## src/sv/direct_mapped_cache_tag_check_unit_defines.svh

```systemverilog
// Assertion macros shared by the cache tag check unit.
`ifndef DIRECT_MAPPED_CACHE_TAG_CHECK_UNIT_DEFINES_SVH
`define DIRECT_MAPPED_CACHE_TAG_CHECK_UNIT_DEFINES_SVH

// The antecedent implies the consequent in the same cycle.
`define DMC_ASSERT_IMP(label, ante, cons, msg) \
   label: assert property (@(posedge clock) disable iff (reset) (ante) |-> (cons)) \
      else $error(msg);

// The antecedent implies the consequent in the next cycle.
`define DMC_ASSERT_NXT(label, ante, cons, msg) \
   label: assert property (@(posedge clock) disable iff (reset) (ante) |=> (cons)) \
      else $error(msg);

`endif

```

## src/sv/dmc_pkg.sv

```systemverilog
package dmc_pkg;

   localparam int MAX_LINES_DEF = 1024;
   localparam int ADDR_BITS_DEF = 32;

   localparam int LB_W       = 17;
   localparam int LC_W       = 11;
   localparam int TAG_W      = 32;
   localparam int CNT_W      = 32;
   localparam int IDX_OUT_W  = 10;
   localparam int CSR_IDX_W  = 8;
   localparam int CSR_DATA_W = 32;

   localparam logic [LB_W-1:0] LB_RESET = LB_W'(16);
   localparam logic [LC_W-1:0] LC_RESET = LC_W'(1024);

   localparam logic [CSR_IDX_W-1:0] CSR_LINE_BYTES = CSR_IDX_W'(0);
   localparam logic [CSR_IDX_W-1:0] CSR_LINE_COUNT = CSR_IDX_W'(1);

   typedef enum logic [2:0] {
      ST_CLEAR,
      ST_IDLE,
      ST_DIV_BLOCK,
      ST_DIV_LINE,
      ST_READ,
      ST_LOOKUP
   } dmc_state_type;

   typedef struct packed {
      logic div_start;
      logic div_second;
      logic capture;
      logic rd_en;
      logic commit;
      logic clr_step;
   } dmc_cmd_type;

   typedef struct packed {
      logic div_done;
      logic clr_last;
   } dmc_sts_type;

endpackage

```

## src/sv/dmc_ctrl.sv

```systemverilog
`include "direct_mapped_cache_tag_check_unit_defines.svh"

module dmc_ctrl (
   input  logic                 clock,
   input  logic                 reset,
   input  logic                 start,
   output logic                 busy,
   input  dmc_pkg::dmc_sts_type sts,
   output dmc_pkg::dmc_cmd_type cmd
);

   import dmc_pkg::*;

   dmc_state_type state_ff;
   dmc_state_type state_in;

   always_ff @(posedge clock) begin
      if (reset) begin
         state_ff <= ST_CLEAR;
      end else begin
         state_ff <= state_in;
      end
   end

   always_comb begin
      state_in = state_ff;
      cmd      = '0;
      unique case (state_ff)
         ST_CLEAR: begin
            cmd.clr_step = 1'b1;
            if (sts.clr_last) begin
               state_in = ST_IDLE;
            end
         end
         ST_IDLE: begin
            if (start) begin
               cmd.div_start = 1'b1;
               state_in      = ST_DIV_BLOCK;
            end
         end
         ST_DIV_BLOCK: begin
            if (sts.div_done) begin
               cmd.div_start  = 1'b1;
               cmd.div_second = 1'b1;
               state_in       = ST_DIV_LINE;
            end
         end
         ST_DIV_LINE: begin
            cmd.div_second = 1'b1;
            if (sts.div_done) begin
               cmd.capture = 1'b1;
               state_in    = ST_READ;
            end
         end
         ST_READ: begin
            cmd.rd_en = 1'b1;
            state_in  = ST_LOOKUP;
         end
         ST_LOOKUP: begin
            cmd.commit = 1'b1;
            state_in   = ST_IDLE;
         end
         default: begin
            state_in = ST_IDLE;
         end
      endcase
   end

   assign busy = (state_ff != ST_IDLE);

   `DMC_ASSERT_NXT(a_start_busy, start && !busy, busy, "accepted transaction did not raise busy")
   `DMC_ASSERT_NXT(a_commit_idle, cmd.commit, !busy && !cmd.commit, "no return to idle after lookup")

endmodule

```

## config.mk

```make
export PLATFORM = sky130hd
export DESIGN_NAME = dmc_ctrl
export DESIGN_NICKNAME = d
export VERILOG_FILES = /design/src/sv/dmc_pkg.sv /design/src/sv/dmc_ctrl.sv
export VERILOG_INCLUDE_DIRS = /design/src /design/src/sv
export SDC_FILE = /design/constraint.sdc
export NUM_CORES = 1
export LEC_CHECK = 0
export BUFFER_PORTS_ARGS = -buffer_cell sky130_fd_sc_hd__buf_2
export CORE_AREA = 2 2 39 41
export CTS_CLUSTER_SIZE = 30
export DETAILED_ROUTE_END_ITERATION = 12
export DIE_AREA = 0 0 41 43
export PLACE_DENSITY_LB_ADDON = 0.3
export SLEW_MARGIN = 15
export SYNTH_ARGS = -nofsm -noshare
export SYNTH_HDL_FRONTEND = slang
export SYNTH_SLANG_ARGS = --single-unit
```

## constraint.sdc

```tcl
create_clock -name clock -period 1.1 [get_ports clock]
set_input_delay 0 -clock clock [delete_from_list [all_inputs] [get_ports clock]]
set_output_delay 0 -clock clock [all_outputs]
set_load 0.02 [all_outputs]
```

==> results of run 1 <==
## how the worst max path moves through the flow
| stage | slack (ns) | cells after the start | end | from |
|---|---|---|---|---|
| finish | -0.04 | 4 | cmd[5] | state_ff[1] |
| global route | -0.1 | 4 | cmd[5] | state_ff[1] |
| CTS | -0.06 | 4 | cmd[5] | state_ff[1] |
| detailed placement | 0.09 | 2 | state_ff[0] | state_ff[1] |
| global placement | 0.1 | 2 | state_ff[0] | state_ff[1] |
| floorplan | 0.04 | 3 | state_ff[2] | state_ff[2] |
## cells in the final DEF (no fill, tap or decap), drive strengths merged, types with 2 or more instances in the layout
| master | count |
|---|---|
| clkbuf | 4 |
| dfxtp | 3 |
| nand2b | 2 |
| nor3b | 2 |
| a211oi | 2 |
| buf | 16 |
| nand3b | 2 |
## what timing repair did
action                                 CTS  global route
pin swaps                                1             3
setup endpoints to repair                4             8
gates resized for setup                  7            11
hold buffers                             1             0
setup buffers                            2             0
endpoints found under the hold margin    2             0
## kinds of logic after synthesis
group	Yosys count	share of synthesized area, %
simple gates	11	34.8
flops	3	25.7
mux	1	4.81
buf+inv	3	9.09
compound gates	6	25.7
## area by class of cell
type / instances / area, um2
fillers: 155 / 968
multi-input cells: 18 / 178
repair buffers: 17 / 123
flip-flops and latches: 3 / 68.8
clock buffers: 4 / 26.3
well taps: 16 / 20.0
## worst register-to-register path, cell delays in order (launching register included)
cell,delay [ns]
dfxtp_2,0.32
buf_4,0.13
mux2_4,0.30
a221oi_2,0.22
## layer usage
layer / vias up / share of wire [%] / global-route usage (%)
met1: 109 / 47 / 12.8
met4: 0 / 0 / 2.00
met3: 0 / 11 / 6.28
met5: - / 0 / 0
li1: 129 / - / -
met2: 14 / 42 / 11.3
## stage by stage
stage          worst slack, ns  hold WS (ns)  utilization, %  cells
6_report               -0.0372        0.0438            30.0     58
3_5_place_dp            0.0880         0.216            22.4     51
2_1_floorplan           0.0442        0.0646               -     24
4_1_cts                -0.0595        0.0372            27.4     58
5_1_grt                -0.0982        0.0436            30.0     58
3_3_place_gp            0.0969         0.217            22.4     51
## where the power goes
part	switching, uW	internal (uW)
combinational	69.4	78.0
clock	62.9	136
sequential	15.2	117
total	148	331
==> run_results.csv, run 1 <==
group,metric,value,unit
worst_setup_path,slowest_stage,"dfxtp_2",
job,drv.max_cap_violation_count,0,
synthesis,synth_area,234,um2
layout,largest_reg_flops,3,
power,leakage,0.000196,uW
sta,fin_crit,1.14,ns
worst_setup_path,endpoint_kind,"output port",
outcome,status,"finished with violations",
route,drcViolationCount,0,
layout,antenna-diode-count,0,
clock_tree,cts-root-buf,"clkbuf_4",
sta,report.final.setup_viol,1,
die,start_util,16.9,%
die,core,0.00138,mm2
global_routing,grt_pass1_wl,1040,um
global_routing,grt_antenna_before_repair,0,
clock_tree,clock_latency,0.23,ns
synthesis,yosysTopAreaCellShare,25.7,%
worst_setup_path,r2r_end,"state_ff[0]",
sta,finalHoldViolCount,0,
hold_path,holdPathEnd,"state_ff[0]",
sta,rsz0062_at_grt,"true",
outcome,violations,"setup timing",
synthesis,ys_ff_latch,3,
synthesis,synth_seq_area_share,25.7,%
sta,fin_skew,0.000375,ns
layout,layout-drive-gt1-share,71.4,%
clock_tree,cts_buffer_depth,2,
hold_path,hold_depth,3,
sta,clock.fmax,879,MHz
worst_setup_path,reg2reg_from,"state_ff[1]",
synthesis,ys_warn_count,0,
layout,syn2layout_area_growth,77.5,%
synthesis,syn_nets,29,
clock_tree,cts-buffers-inserted,3,
worst_setup_path,rrSetupSlack,0.04,ns
global_routing,grt_pass1_vias,227,
route,firstDrtPassIters,2,
worst_setup_path,worstPathRequired,1.10,ns
synthesis,synth.largest_area_cell,"dfxtp_1",
route,totalWireLength,697,um
sta,layout_setup_ws,-0.0372,ns
die,die_h,43,um
synthesis,ys.flop_type,"dfxtp_1",
synthesis,yosys-top-cells-area,"dfxtp_1 (26%), a221oi_2 (6.4%), nand3b_1 (6.4%)",
layout,fin_nets,48,
power,vdd_drop_max,0.739,mV
die,row_count,14,
sta,worst_slew_pin_slew,0.271,ns
die,io_pins,12,
worst_setup_path,criticalPathCategory,"register to output port",
worst_setup_path,critical-path-max-stage-delay,0.32,ns
route,ant_nets,0,
synthesis,yosys.cell_types.count,19,
worst_setup_path,startpoint_type,"register",
global_routing,gr-usage-all-layers,9.12,%
clock_tree,htreeDepth,1,
synthesis,synthArstFlopShare,0,%
place,port_buffers,11,
worst_setup_path,crit_family,"flip-flops",
clock_tree,cts_tree,"yes",
route,wl_per_cell,12.0,um
layout,reg_top3,"state_ff: 3 flops",
route,viasPerCell,4.34,
global_routing,grt_max_degree,11,
worst_setup_path,critPathBufInv,2,
sta,min_period_over_period,103,%
synthesis,syn_inst,24,
worst_setup_path,cp_data_arrival_time,1.14,ns
hold_path,hp-class,"input pin to register",
clock_tree,cts.sinks,3,
hold_path,hp-start,"sts[0]",
sta,fin_tns_setup,-0.0372,ns
worst_setup_path,cp_max_fo,6,
sta,slew_viol_final,0,
power,power_density,1150,mW/mm2
place,placed_area,310,um2
place,hpwl,429,um
route,vias,252,
die,die_w,41,um
sta,maxSlewHeadroom,81.8,%
synthesis,synth_most_common_cell,"dfxtp_1",
worst_setup_path,worst-r2r-cell-count,3,
worst_setup_path,path_cells,"buf_6 -> nand3b_1 -> a21oi_2 -> buf_4",
place,place_congestion,0.645,
global_routing,grt_overflow,0,
die,dieArea,0.00176,mm2
power,p_total,479,uW
synthesis,synth_edf_count,0,
synthesis,syn_area_per_cell,9.75,um2
layout,final_area,415,um2
route,drtIter0Drc,2,
layout,regMostFlops,"state_ff",
clock_tree,path_clk_slew,0.04,ns
synthesis,synthTopCellsByCount,"dfxtp_1 (3), buf_2 (2), nand2b_1 (2), nand3b_1 (2)",
Note: power is estimated with default switching activity, not from simulation.
==> run 2, diff against run 1 <==
--- a/config.mk
+++ b/config.mk
@@ -8,6 +8,7 @@
 export LEC_CHECK = 0
 export BUFFER_PORTS_ARGS = -buffer_cell sky130_fd_sc_hd__buf_2
 export CORE_AREA = 2 2 39 41
+export CTS_BUF_LIST = sky130_fd_sc_hd__clkbuf_2 sky130_fd_sc_hd__clkbuf_4 sky130_fd_sc_hd__clkbuf_8
 export CTS_CLUSTER_SIZE = 30
 export DETAILED_ROUTE_END_ITERATION = 12
 export DIE_AREA = 0 0 41 43
==> run 2 against run 1 <==
Net effect:
- the run still ends with setup timing left
- core utilization down 0.90 points
- wire length down 12%
- total power is 2.9% higher
- first-iteration DRC count did not move
- register-to-register slack improved by 0.03 ns
- count of clock-buffer cells in the layout did not move
- global-route usage decreased by 0.70 points
- sequential cell count is the same
- sequential share of layout area rose by 0.51 points
- combinational power fell by 8%
- via count down 2.8%
- non-clock buffer count decreased by 1
==> run_results.csv, run 2 (synthesized netlist as in run 1, its figures left out) <==
group,metric,value,unit
outcome,status,"finished with violations",
outcome,violations,"setup timing",
sta,rsz0062_at_grt,"true",
place,place_ws,0.0880,ns
sta,maxSlewHeadroom,81.9,%
sta,slew_viol_final,0,
route,viasPerCell,4.30,
layout,layout_common_cells,"buf_4 (7), buf_2 (6), clkbuf_4 (4)",
route,vias,245,
worst_setup_path,endpoint_kind,"output port",
route,drtIter0Drc,2,
clock_tree,cts-buffers-inserted,3,
global_routing,grt_pass1_vias,233,
sta,layout_setup_ws,-0.0492,ns
layout,final_common_cell,"buf_4",
layout,fin_nets,47,
clock_tree,cts_buffer_depth,2,
route,ant_nets,0,
route,drcViolationCount,0,
layout,fillers,156,
global_routing,grt_max_degree,11,
place,placed_area,310,um2
sta,report.final.setup_viol,1,
layout,layout-drive-gt1-share,73.2,%
die,core,0.00138,mm2
worst_setup_path,criticalPathCategory,"register to output port",
layout,syn2layout_area_growth,72.2,%
power,leakage,0.000188,uW
layout,final_area,403,um2
clock_tree,clock_latency,0.23,ns
sta,min_period_over_period,104,%
die,io_pins,12,
die,die_w,41,um
worst_setup_path,startpoint_type,"register",
global_routing,gr-usage-all-layers,8.42,%
place,hpwl,429,um
global_routing,grt_antenna_before_repair,0,
clock_tree,cts_tree,"yes",
worst_setup_path,cp_max_fo,6,
layout,reg_top3,"state_ff: 3 flops",
worst_setup_path,cp_data_arrival_time,1.15,ns
sta,finalHoldViolCount,0,
global_routing,grt_overflow,0,
clock_tree,cts-root-buf,"clkbuf_4",
global_routing,grt_pass1_wl,986,um
die,dieArea,0.00176,mm2
layout,largest_reg_flops,3,
sta,clock.fmax,870,MHz
clock_tree,path_clk_slew,0.04,ns
die,start_util,16.9,%
die,row_count,14,
worst_setup_path,worstPathRequired,1.10,ns
power,power_density,1220,mW/mm2
route,wl_per_cell,10.7,um
die,die_h,43,um
layout,antenna-diode-count,0,
sta,worst_slew_pin_slew,0.270,ns
clock_tree,cts.sinks,3,
route,firstDrtPassIters,2,
sta,fin_crit,1.15,ns
route,totalWireLength,611,um
sta,fin_skew,0.00190,ns
job,drv.max_cap_violation_count,0,
power,vdd_drop_max,0.703,mV
clock_tree,htreeDepth,1,
power,p_total,492,uW
place,port_buffers,11,
hold_path,hp-class,"input pin to register",
place,place_congestion,0.645,
layout,regMostFlops,"state_ff",
## run 2: cell types whose count changed in the layout (fill, tap and decap cells not counted)
| cell | before | now |
|---|---|---|
| buf_4 | 8 | 7 |
| clkbuf_1 | 1 | 0 |
| clkbuf_4 | 3 | 4 |
| mux2_2 | 0 | 1 |
| mux2_4 | 1 | 0 |
| nor2b_2 | 0 | 1 |
| nor2b_4 | 1 | 0 |
## run 2: worst paths after layout
check / start / end / slack (ns) / cells past startpoint
worst max-delay path: state_ff[1] / cmd[5] / -0.05 / 4
worst min-delay path: sts[0] / state_ff[0] / 0.05 / 3
worst max register to register: state_ff[1] / state_ff[1] / 0.07 / 4
worst min register to register: state_ff[2] / state_ff[1] / 0.59 / 2
## run 2: area by class of cell
type	instances	area [um2]	share of cell area, %
clock buffer	4	30.0	7.45
multi-input combinational	18	169	41.9
sequential	3	68.8	17.1
tap	16	20.0	4.97
timing repair buffer	16	115	28.6
## run 2: layer usage
metal  wire length [um]  track usage, %
met1                314            11.8
met4                  0            2.00
met2                222            10.0
met5                  0               0
met3                 74            6.28
## run 2: critical path, cell delays in order, from the launching register on
cell      delay, ns
dfxtp_2        0.32
buf_6          0.12
nand3b_1       0.18
a21oi_2        0.14
buf_4          0.15
## run 2: report_power, final
group	internal, uW	leakage (uW)	switching [uW]
Clock	161	0.0000184	64.6
Combinational	69.9	0.000144	65.4
Sequential	117	0.0000264	14.6
Total	348	0.000188	145
## run 2: what timing repair did
item,4_1_cts,5_1_grt
endpoints found under the setup margin,4,7
buffers inserted,1,0
hold buffers,1,0
pin swaps,1,2
endpoints found under the hold margin,2,0
gates resized for setup,6,10
## run 2: metrics by stage
step | util (%) | hold slack, ns | setup TNS [ns] | cells
6_report | 29.1 | 0.0469 | -0.0492 | 57
5_1_grt | 29.1 | 0.0430 | -0.139 | 57
4_1_cts | 26.9 | 0.0372 | -0.0722 | 57
3_5_place_dp | 22.4 | 0.216 | 0 | 51
3_3_place_gp | 22.4 | 0.217 | 0 | 51
2_1_floorplan | - | 0.0646 | 0 | 24
